File: config.mk
export PLATFORM = sky130hd
export DESIGN_NAME = trre_parser
export DESIGN_NICKNAME = d
export VERILOG_FILES = /design/src/hdl/trre_pkg.sv /design/src/hdl/trre_parser.sv
export SDC_FILE = /design/constraint.sdc
export NUM_CORES = 1
export LEC_CHECK = 0
export BUFFER_PORTS_ARGS = -buffer_cell sky130_fd_sc_hd__buf_4
export CAP_MARGIN = 20
export CORE_MARGIN = 2
export CORE_UTILIZATION = 62
export CTS_CLUSTER_DIAMETER = 200
export DETAILED_ROUTE_END_ITERATION = 8
export PLACE_DENSITY = 0.87
export SKIP_CTS_REPAIR_TIMING = 1
export SYNTH_ARGS = -nofsm -noshare
export SYNTH_HDL_FRONTEND = slang
export SYNTH_SLANG_ARGS = --single-unit
File: constraint.sdc
create_clock -name clk -period 4.45 [get_ports clk]
set_input_delay 0.6675 -clock clk [delete_from_list [all_inputs] [get_ports clk]]
set_output_delay 0.6675 -clock clk [all_outputs]
set_load 0.1 [all_outputs]
File: src/hdl/trre_pkg.sv
// Package with shared types, tables and helper functions of the row record builder.
`timescale 1ns / 1ps
package trre_pkg;

  localparam int         NUM_CHANNELS  = 4;
  localparam logic [6:0] REST_NOTE_MAX = 7'd96;
  localparam logic [7:0] EFFECT_E      = 8'd14;
  localparam logic [3:0] PARAM_DETUNE  = 4'h5;
  localparam logic [3:0] PARAM_CUT     = 4'hC;
  localparam logic [3:0] DETUNE_RESET  = 4'd8;
  localparam logic [7:0] CUT_RESET     = 8'hFF;
  localparam logic [7:0] MODE_BOTH     = 8'h80;
  localparam logic [7:0] MODE_NOISE    = 8'h01;
  localparam logic [7:0] MODE_SLIDE    = 8'h04;
  localparam logic [7:0] MODE_NONE     = 8'h00;
  localparam logic [4:0] CELL_MASK     = 5'h1E;

  // Row snapshot passed from the parser to the record stage.
  typedef struct packed {
    logic [3:0][6:0] note;
    logic [3:0][7:0] instr;
    logic [3:0][3:0] detune;
    logic [7:0]      cut;
  } row_snap_t;

  function automatic logic [15:0] note_lookup(input logic [6:0] n);
    logic [15:0] t;
    case (n)
      7'd1: t = 16'h00C0; 7'd2: t = 16'h00CB; 7'd3: t = 16'h00D8; 7'd4: t = 16'h00E4;
      7'd5: t = 16'h00F2; 7'd6: t = 16'h0100; 7'd7: t = 16'h0110; 7'd8: t = 16'h0120;
      7'd9: t = 16'h0131; 7'd10: t = 16'h0143; 7'd11: t = 16'h0156; 7'd12: t = 16'h016A;
      7'd13: t = 16'h0180; 7'd14: t = 16'h0197; 7'd15: t = 16'h01AF; 7'd16: t = 16'h01C9;
      7'd17: t = 16'h01E4; 7'd18: t = 16'h0201; 7'd19: t = 16'h021F; 7'd20: t = 16'h023F;
      7'd21: t = 16'h0262; 7'd22: t = 16'h0286; 7'd23: t = 16'h02AC; 7'd24: t = 16'h02D5;
      7'd25: t = 16'h0300; 7'd26: t = 16'h032E; 7'd27: t = 16'h035E; 7'd28: t = 16'h0391;
      7'd29: t = 16'h03C8; 7'd30: t = 16'h0401; 7'd31: t = 16'h043E; 7'd32: t = 16'h047F;
      7'd33: t = 16'h04C3; 7'd34: t = 16'h050C; 7'd35: t = 16'h0558; 7'd36: t = 16'h05AA;
      7'd37: t = 16'h0600; 7'd38: t = 16'h065B; 7'd39: t = 16'h06BC; 7'd40: t = 16'h0723;
      7'd41: t = 16'h078F; 7'd42: t = 16'h0802; 7'd43: t = 16'h087C; 7'd44: t = 16'h08FD;
      7'd45: t = 16'h0986; 7'd46: t = 16'h0A17; 7'd47: t = 16'h0AB1; 7'd48: t = 16'h0B54;
      7'd49: t = 16'h0C00; 7'd50: t = 16'h0CB7; 7'd51: t = 16'h0D78; 7'd52: t = 16'h0E45;
      7'd53: t = 16'h0F1E; 7'd54: t = 16'h1005; 7'd55: t = 16'h10F8; 7'd56: t = 16'h11FB;
      7'd57: t = 16'h130D; 7'd58: t = 16'h142E; 7'd59: t = 16'h1562; 7'd60: t = 16'h16A7;
      7'd61: t = 16'h1800; 7'd62: t = 16'h196D; 7'd63: t = 16'h1AF0; 7'd64: t = 16'h1C8A;
      7'd65: t = 16'h1E3D; 7'd66: t = 16'h2009; 7'd67: t = 16'h21F1; 7'd68: t = 16'h23F6;
      7'd69: t = 16'h2619; 7'd70: t = 16'h285D; 7'd71: t = 16'h2AC3; 7'd72: t = 16'h2D4E;
      7'd73: t = 16'h3000; 7'd74: t = 16'h32DB; 7'd75: t = 16'h35E1; 7'd76: t = 16'h3915;
      7'd77: t = 16'h3C7A; 7'd78: t = 16'h4013; 7'd79: t = 16'h43E2; 7'd80: t = 16'h47EB;
      7'd81: t = 16'h4C32; 7'd82: t = 16'h50BA; 7'd83: t = 16'h5587; 7'd84: t = 16'h5A9D;
      7'd85: t = 16'h6000; 7'd86: t = 16'h65B5; 7'd87: t = 16'h6BC2; 7'd88: t = 16'h722A;
      7'd89: t = 16'h78F4; 7'd90: t = 16'h8025; 7'd91: t = 16'h87C4; 7'd92: t = 16'h8FD6;
      7'd93: t = 16'h9864; 7'd94: t = 16'hA174; 7'd95: t = 16'hAB0E; 7'd96: t = 16'hB539;
      default: t = 16'h0000;
    endcase
    return t;
  endfunction

  // Noise pattern for a stored note, repeating every twelve notes.
  function automatic logic [15:0] noise_lookup(input logic [6:0] n);
    logic [2:0]  s;
    logic [1:0]  r;
    logic [3:0]  pos;
    logic [15:0] t;
    // The note mod 12 is 4 * ((n >> 2) mod 3) + (n mod 4); powers of two mod 3 alternate 1, 2.
    s = {2'd0, n[2]} + {1'd0, n[3], 1'b0} + {2'd0, n[4]} + {1'd0, n[5], 1'b0} + {2'd0, n[6]};
    case (s)
      3'd0, 3'd3, 3'd6: r = 2'd0;
      3'd1, 3'd4, 3'd7: r = 2'd1;
      default:          r = 2'd2;
    endcase
    pos = {r, n[1:0]};
    case (pos)
      4'd0: t = 16'hCD44; 4'd1: t = 16'h0CBA; 4'd2: t = 16'h0744; 4'd3: t = 16'h099A;
      4'd4: t = 16'h188B; 4'd5: t = 16'h18BB; 4'd6: t = 16'hDD55; 4'd7: t = 16'hED66;
      4'd8: t = 16'hC400; 4'd9: t = 16'hB400; 4'd10: t = 16'h0143; 4'd11: t = 16'hC111;
      default: t = 16'h0000;
    endcase
    return t;
  endfunction

  function automatic logic [7:0] duty_plain(input logic [7:0] i);
    logic [7:0] d;
    case (i)
      8'd1: d = 8'h80; 8'd2: d = 8'h40; 8'd3: d = 8'h20; 8'd4: d = 8'h10;
      default: d = 8'h00;
    endcase
    return d;
  endfunction

endpackage

File: src/hdl/trre_parser.sv
// Byte parser holding per-channel note, instrument, detune and row cut state.
`timescale 1ns / 1ps
module trre_parser (
  input  logic                clk,
  input  logic                rst_n,
  input  logic                step,
  input  logic [7:0]          stream_byte,
  input  logic                pattern_start,
  input  logic [7:0]          tempo,
  output logic                row_done,
  output trre_pkg::row_snap_t snap
);
  import trre_pkg::*;

  logic [1:0]      chan_r, chan_nxt;
  logic            phase_r, phase_nxt;
  logic [4:0]      mask_r, mask_nxt;
  logic [7:0]      eff_r, eff_nxt;
  logic [3:0][6:0] note_r, note_nxt;
  logic [3:0][7:0] instr_r, instr_nxt;
  logic [3:0][3:0] det_r, det_nxt;
  logic [7:0]      cut_r, cut_nxt;

  // Next-state logic for one byte.
  always_comb begin
    logic [6:0] n;
    logic [4:0] m;
    logic       done;
    chan_nxt  = chan_r;
    phase_nxt = phase_r;
    mask_nxt  = mask_r;
    eff_nxt   = eff_r;
    note_nxt  = note_r;
    instr_nxt = instr_r;
    det_nxt   = det_r;
    cut_nxt   = cut_r;
    done      = 1'b0;
    n         = (stream_byte > 8'(REST_NOTE_MAX)) ? 7'd0 : stream_byte[6:0];
    m         = mask_r;
    if (pattern_start) begin
      note_nxt  = '0;
      instr_nxt = '0;
      chan_nxt  = 2'd0;
      phase_nxt = 1'b0;
      mask_nxt  = 5'd0;
      eff_nxt   = 8'd0;
      det_nxt   = {4{DETUNE_RESET}};
      cut_nxt   = CUT_RESET;
      m         = 5'd0;
    end
    if (!phase_nxt) begin
      eff_nxt = 8'd0;
      if (stream_byte[7]) begin
        mask_nxt = stream_byte[4:0];
      end else begin
        note_nxt[chan_nxt] = n;
        if (n == 7'd0) instr_nxt[chan_nxt] = 8'd0;
        mask_nxt = CELL_MASK;
      end
      if (mask_nxt == 5'd0) done = 1'b1;
      else phase_nxt = 1'b1;
    end else begin
      // Lowest pending field takes this byte.
      if (m[0]) begin
        note_nxt[chan_nxt] = n;
        if (n == 7'd0) instr_nxt[chan_nxt] = 8'd0;
        mask_nxt = {m[4:1], 1'b0};
      end else if (m[1]) begin
        if (note_r[chan_nxt] != 7'd0) instr_nxt[chan_nxt] = stream_byte;
        mask_nxt = {m[4:2], 2'b0};
      end else if (m[2]) begin
        mask_nxt = {m[4:3], 3'b0};
      end else if (m[3]) begin
        eff_nxt  = stream_byte;
        mask_nxt = {m[4], 4'b0};
      end else begin
        if (eff_r == EFFECT_E) begin
          if (stream_byte[7:4] == PARAM_DETUNE) det_nxt[chan_nxt] = stream_byte[3:0];
          if (stream_byte[7:4] == PARAM_CUT && tempo > {4'd0, stream_byte[3:0]})
            cut_nxt = tempo - {4'd0, stream_byte[3:0]};
        end
        mask_nxt = 5'd0;
      end
      if (mask_nxt == 5'd0) begin
        phase_nxt = 1'b0;
        done      = 1'b1;
      end
    end
    row_done = done && (chan_nxt == 2'(NUM_CHANNELS - 1));
    snap.note   = note_nxt;
    snap.instr  = instr_nxt;
    snap.detune = det_nxt;
    snap.cut    = cut_nxt;
    if (done) chan_nxt = chan_nxt + 2'd1;
    if (row_done) begin
      det_nxt = {4{DETUNE_RESET}};
      cut_nxt = CUT_RESET;
    end
  end

  // State registers.
  always_ff @(posedge clk) begin
    if (!rst_n) begin
      chan_r  <= 2'd0;
      phase_r <= 1'b0;
      mask_r  <= 5'd0;
      eff_r   <= 8'd0;
      note_r  <= '0;
      instr_r <= '0;
      det_r   <= {4{DETUNE_RESET}};
      cut_r   <= CUT_RESET;
    end else if (step) begin
      chan_r  <= chan_nxt;
      phase_r <= phase_nxt;
      mask_r  <= mask_nxt;
      eff_r   <= eff_nxt;
      note_r  <= note_nxt;
      instr_r <= instr_nxt;
      det_r   <= det_nxt;
      cut_r   <= cut_nxt;
    end
  end

endmodule

-- After elaboration in Yosys (flattened, before gate mapping)
Index checks and enable logic that the tools add are counted.
- register bits: 100
- bits of input ports: 20
- output and inout bits: 85
- logic and storage cells: 101
- add/subtract/negate cells: 2
- order comparisons: 4
- eq/ne operators: 4
- mux-type cells: 65
- bitwise logic cells: 2
- reductions and logical operators: 7
- operators with widths (operator ; number):
    32-bit two-way mux ; 7
    16-bit two-way mux ; 9
    8-bit two-way mux ; 16
    28-bit two-way mux ; 4
    5-bit two-way mux ; 9
    32-bit AND ; 1
    32-bit bitwise mux ; 1
    32-bit inverter ; 1
    28-bit bitwise mux ; 1
    7-bit two-way mux ; 3
    16-bit bitwise mux ; 1
    8-bit demux with 2-bit select ; 1
    7-bit binary-select mux with 2-bit select ; 1
    7-bit demux with 2-bit select ; 1
    5-bit logical NOT ; 2
    4-bit demux with 2-bit select ; 1
    8-bit by 4-bit equality test with 1-bit output, second input constant ; 1
    8-bit by 4-bit > comparator with 1-bit output ; 1
    8-bit by 7-bit > comparator with 1-bit output, second input constant ; 1
    8-bit by 4-bit subtractor with 8-bit output ; 1
    7-bit logical NOT ; 1
    1-bit two-way mux ; 7
    7-bit nonzero test ; 1
    4-bit by 3-bit equality test with 1-bit output, second input constant ; 1
    8 further kinds ; 11

-- Longest topological paths before layout
- depth in word-level cells: 14
- depth in mapped cells: 12
- depth with buffers taken out: 10

-- Worst setup path after synthesis
OpenSTA, ideal clock, no wires.
- kind: input to output
- from: input pattern_start
- to: output snap[19] (netlist name)
- data arrival time: 5333 ps
- data required time: 3783 ps
- slack: -1550 ps
- cell stages on the path: 6
- buffers on the path: 1
- path through: nor2b_1 > ha_1 > nor2b_1 > clkbuf_1 > nand3_1 > o311ai_0
- RTL lines (item ; line ; text):
    from (decl) ; trre_parser.sv:8 ; input logic pattern_start,
    to (decl) ; trre_parser.sv:11 ; output trre_pkg::row_snap_t snap

==> results by group <==
Status
  – Status: finished clean

Logic synthesis
  – EDFF count, synth: 0
  – Syn Area/Cell: 7.84 sq um
  – Synthesis Warnings: 0
  – Mapped Cells: 815
  – Net count after synthesis: 844
  – Asr flop ratio synth: 0
  – Top-area cell type share of the netlist area: 0.313
  – Seq/Total Area, Yosys: 0.313
  – Dominant cells by area after synthesis: dfxtp_1 31%, a22o_1 7.5%, nor2_1 4.7%
  – Post-synth top cells: 100 x dfxtp_1, 80 x nor2_1, 70 x nand2_1
  – Synthesized flop and latch total: 100
  – Synth unique cells: 77
  – Mapped Area: 0.00639 sq mm
  – Top_reg_cell synth: dfxtp_1
  – Most instantiated library cell after synthesis: dfxtp_1
  – Yosys top cell by area: dfxtp_1

STA
  – Hold Fails Final Rpt: 0
  – Post-route clock period utilization: 0.982
  – Crit path time final: 4.37 ns
  – Slew @ Worst Pin: 1.22 ns
  – Setup violations, final: 0
  – Rel. slew slack: 0.177
  – Unrepaired setup endpoints after global routing: false
  – Maximum clock rate: 229 MHz
  – Final Max Slew Viols: 0
  – Final Skew: 0.0175 ns

Cells and area
  – Reg area: 0.00200 sq mm
  – Area Overhead vs Synth: 16.4%
  – Design Area, Final: 0.00743 sq mm
  – Number of diodes: 0
  – Fill count: 827
  – Layout cells sized above 1: 0.190
  – Area occupied by multi-input gates: 0.00404 sq mm
  – Fin nets: 904
  – Post-Route Utilization: 0.730

Floorplan
  – Core Region: 0.0102 sq mm
  – Cell Rows: 37
  – I/O pins: 105
  – Die H: 106 um
  – Full die area: 0.0111 sq mm
  – Die X: 106 um
  – Initial core utilization: 0.627

Power and ir drop
  – Sequential share of power: 0.447
  – Sw Pwr: 0.753 mW
  – Comb pwr share: 0.245
  – Leakage: 2.98 nW
  – Clk pwr share: 0.308
  – Pwr per Cell Area: 281 mW/mm^2
  – Pint: 1.34 mW
  – Switching Share: 0.360
  – Power Total: 2.09 mW
  – IR Drop Worst-Case VDD: 279 uV

Min path
  – Hold depth: 1
  – Worst Hold End: det_r[15]
  – Worst hold path class: flip-flop to flip-flop
  – Worst Hold Launch: det_r[15]

Clocking
  – CTS sink cnt: 100
  – CTS clock-pin slew for the worst setup and hold paths: 0.11 ns
  – Root buffer cell: clkbuf_8
  – Clk_lat worst skew: 0.39 ns
  – CTS tree: built
  – CTS Buf Count: 9
  – Bufs on Longest Clock Path: 2
  – H-tree Lvls: 3

Drt
  – Residual DRC: 0
  – Drt wl/cell: 21.9 um
  – Vias per inst: 7.23
  – Drt pass-1 iters: 5
  – Vias: 7346
  – Final ANT Viol Nets: 0
  – Drt initial violations: 838
  – Final wirelength: 22200 um

Place
  – HPWL after DPL: 15200 um
  – I/O Buffers: 104
  – Placed cell areas: 0.00721 sq mm
  – Routability congestion estimate: 0.986

Global routing
  – Tot GR Track Use: 0.393
  – Vias in the first global route: 6983
  – First-pass GRT wire length: 35200 um
  – Remaining Overflow, GRT: 0
  – Initial antenna violation count: 0
  – Pin count of the biggest net entering global routing: 51

Critical path
  – Worst R2R End: instr_r[7]
  – Crit. End Element: output pin
  – WP buf/inv: 1
  – CP Launch Type: flip-flop
  – Worst EP arrival: 3.70 ns
  – Cell Chain, Critical Path: nor4b_1 > a2111oi_0 > nor3_1 > o21bai_1 > a22o_1 > buf_4
  – Critical Path Max Stage Delay: 1.03 ns
  – CP Class: flip-flop to output pin
  – Worst reg2reg path startpoint: phase_r
  – CP Max Fanout: 13
  – Reg2Reg Depth: 6
  – Required time of the critical path: 3.78 ns
  – Slowest CP cell: nor4b_1
  – Flop-to-flop setup slack: 1.19 ns
  – CP delay by family, top: simple AND/OR/NAND/NOR gates

Flow run
  – Max-cap violation count: 0
==> cell usage in the layout (no fill, tap or decap), types with 5 or more instances in the layout <==
| master | n |
|---|---|
| a32oi_1 | 11 |
| nand2b_1 | 5 |
| nor4_1 | 8 |
| o31a_1 | 6 |
| nor2b_1 | 11 |
| buf_4 | 119 |
| dfxtp_1 | 100 |
| o211a_1 | 10 |
| o21ai_0 | 39 |
| a21oi_1 | 40 |
| nand4_1 | 5 |
| a32o_1 | 13 |
| or2_2 | 6 |
| and2_1 | 14 |
| a221oi_1 | 21 |
| inv_1 | 25 |
| and2_0 | 5 |
| and3_1 | 10 |
| o22ai_1 | 11 |
| o31ai_1 | 5 |
| ha_1 | 8 |
| mux2i_1 | 8 |
| nand2_1 | 70 |
| a22o_1 | 55 |
| nor3_1 | 22 |
| a22oi_1 | 16 |
| clkbuf_8 | 11 |
| a21o_1 | 10 |
| a31oi_1 | 8 |
| a21boi_0 | 6 |
| nor2_1 | 79 |
| nand3_1 | 24 |
| a211oi_1 | 9 |
==> layer usage <==
| metal | part of all wire | vias up | GRT usage |
|---|---|---|---|
| met5 | 0 | - | 0 |
| met2 | 0.45 | 567 | 0.628 |
| met3 | 0.11 | 140 | 0.0767 |
| li1 | - | 3204 | - |
| met4 | 0.065 | 0 | 0.252 |
| met1 | 0.37 | 3435 | 0.484 |
==> how the worst max path moves through the flow <==
stage / cells after the start / from / endpoint
after floorplan: 6 / pattern_start / snap[17]
after global placement: 9 / stream_byte[1] / snap[7]
after detailed placement: 12 / pattern_start / snap[48]
after CTS: 6 / phase_r / snap[27]
after global routing: 6 / phase_r / snap[29]
final: 6 / phase_r / snap[27]
==> power groups by stage <==
stage,clock network (mW),registers (mW),logic [mW]
detailed placement,0,0.954,0.494
global route,0.678,0.937,0.536
floorplan,0,0.941,0.373
finish,0.644,0.935,0.513
CTS,0.641,0.933,0.498
global placement,0,0.953,0.484
==> logic make-up after synthesis <==
logic type	synth area share
and+or+nand+nor	0.211
muxes	0.0143
adders and majority gates	0.0204
AOI/OAI and AO/OA	0.375
DFF	0.313
xor gates and xnor gates	0.00686
buffers and inverters	0.0594
==> cell type report <==
type | instances | area share
flip-flops and latches | 100 | 0.269
well taps | 136 | 0.0229
inverters | 27 | 0.0138
repair buffers | 120 | 0.121
multi-input cells | 617 | 0.544
clock buffers | 11 | 0.0204
clock inverters | 5 | 0.00875
==> sequential cells by signal, indices dropped and copies added, names as in the netlist <==
register  cells
instr_r      32
note_r       28
det_r        16
cut_r         8
eff_r         8
mask_r        5
chan_r        2
phase_r       1
==> per-stage QoR <==
stage | hold slack, ns | setup slack, ns | std cells | TNS, ns
6_report | 0.445 | 0.0797 | 1016 | 0
5_1_grt | 0.461 | 0.0178 | 1016 | 0
4_1_cts | 0.448 | 0.344 | 1015 | 0
3_5_place_dp | 0.426 | 0.422 | 999 | 0
3_3_place_gp | 0.417 | 0.522 | 999 | 0
2_1_floorplan | 0.406 | -0.146 | 815 | -0.291
No activity file was read; power rests on OpenSTA's default activity.
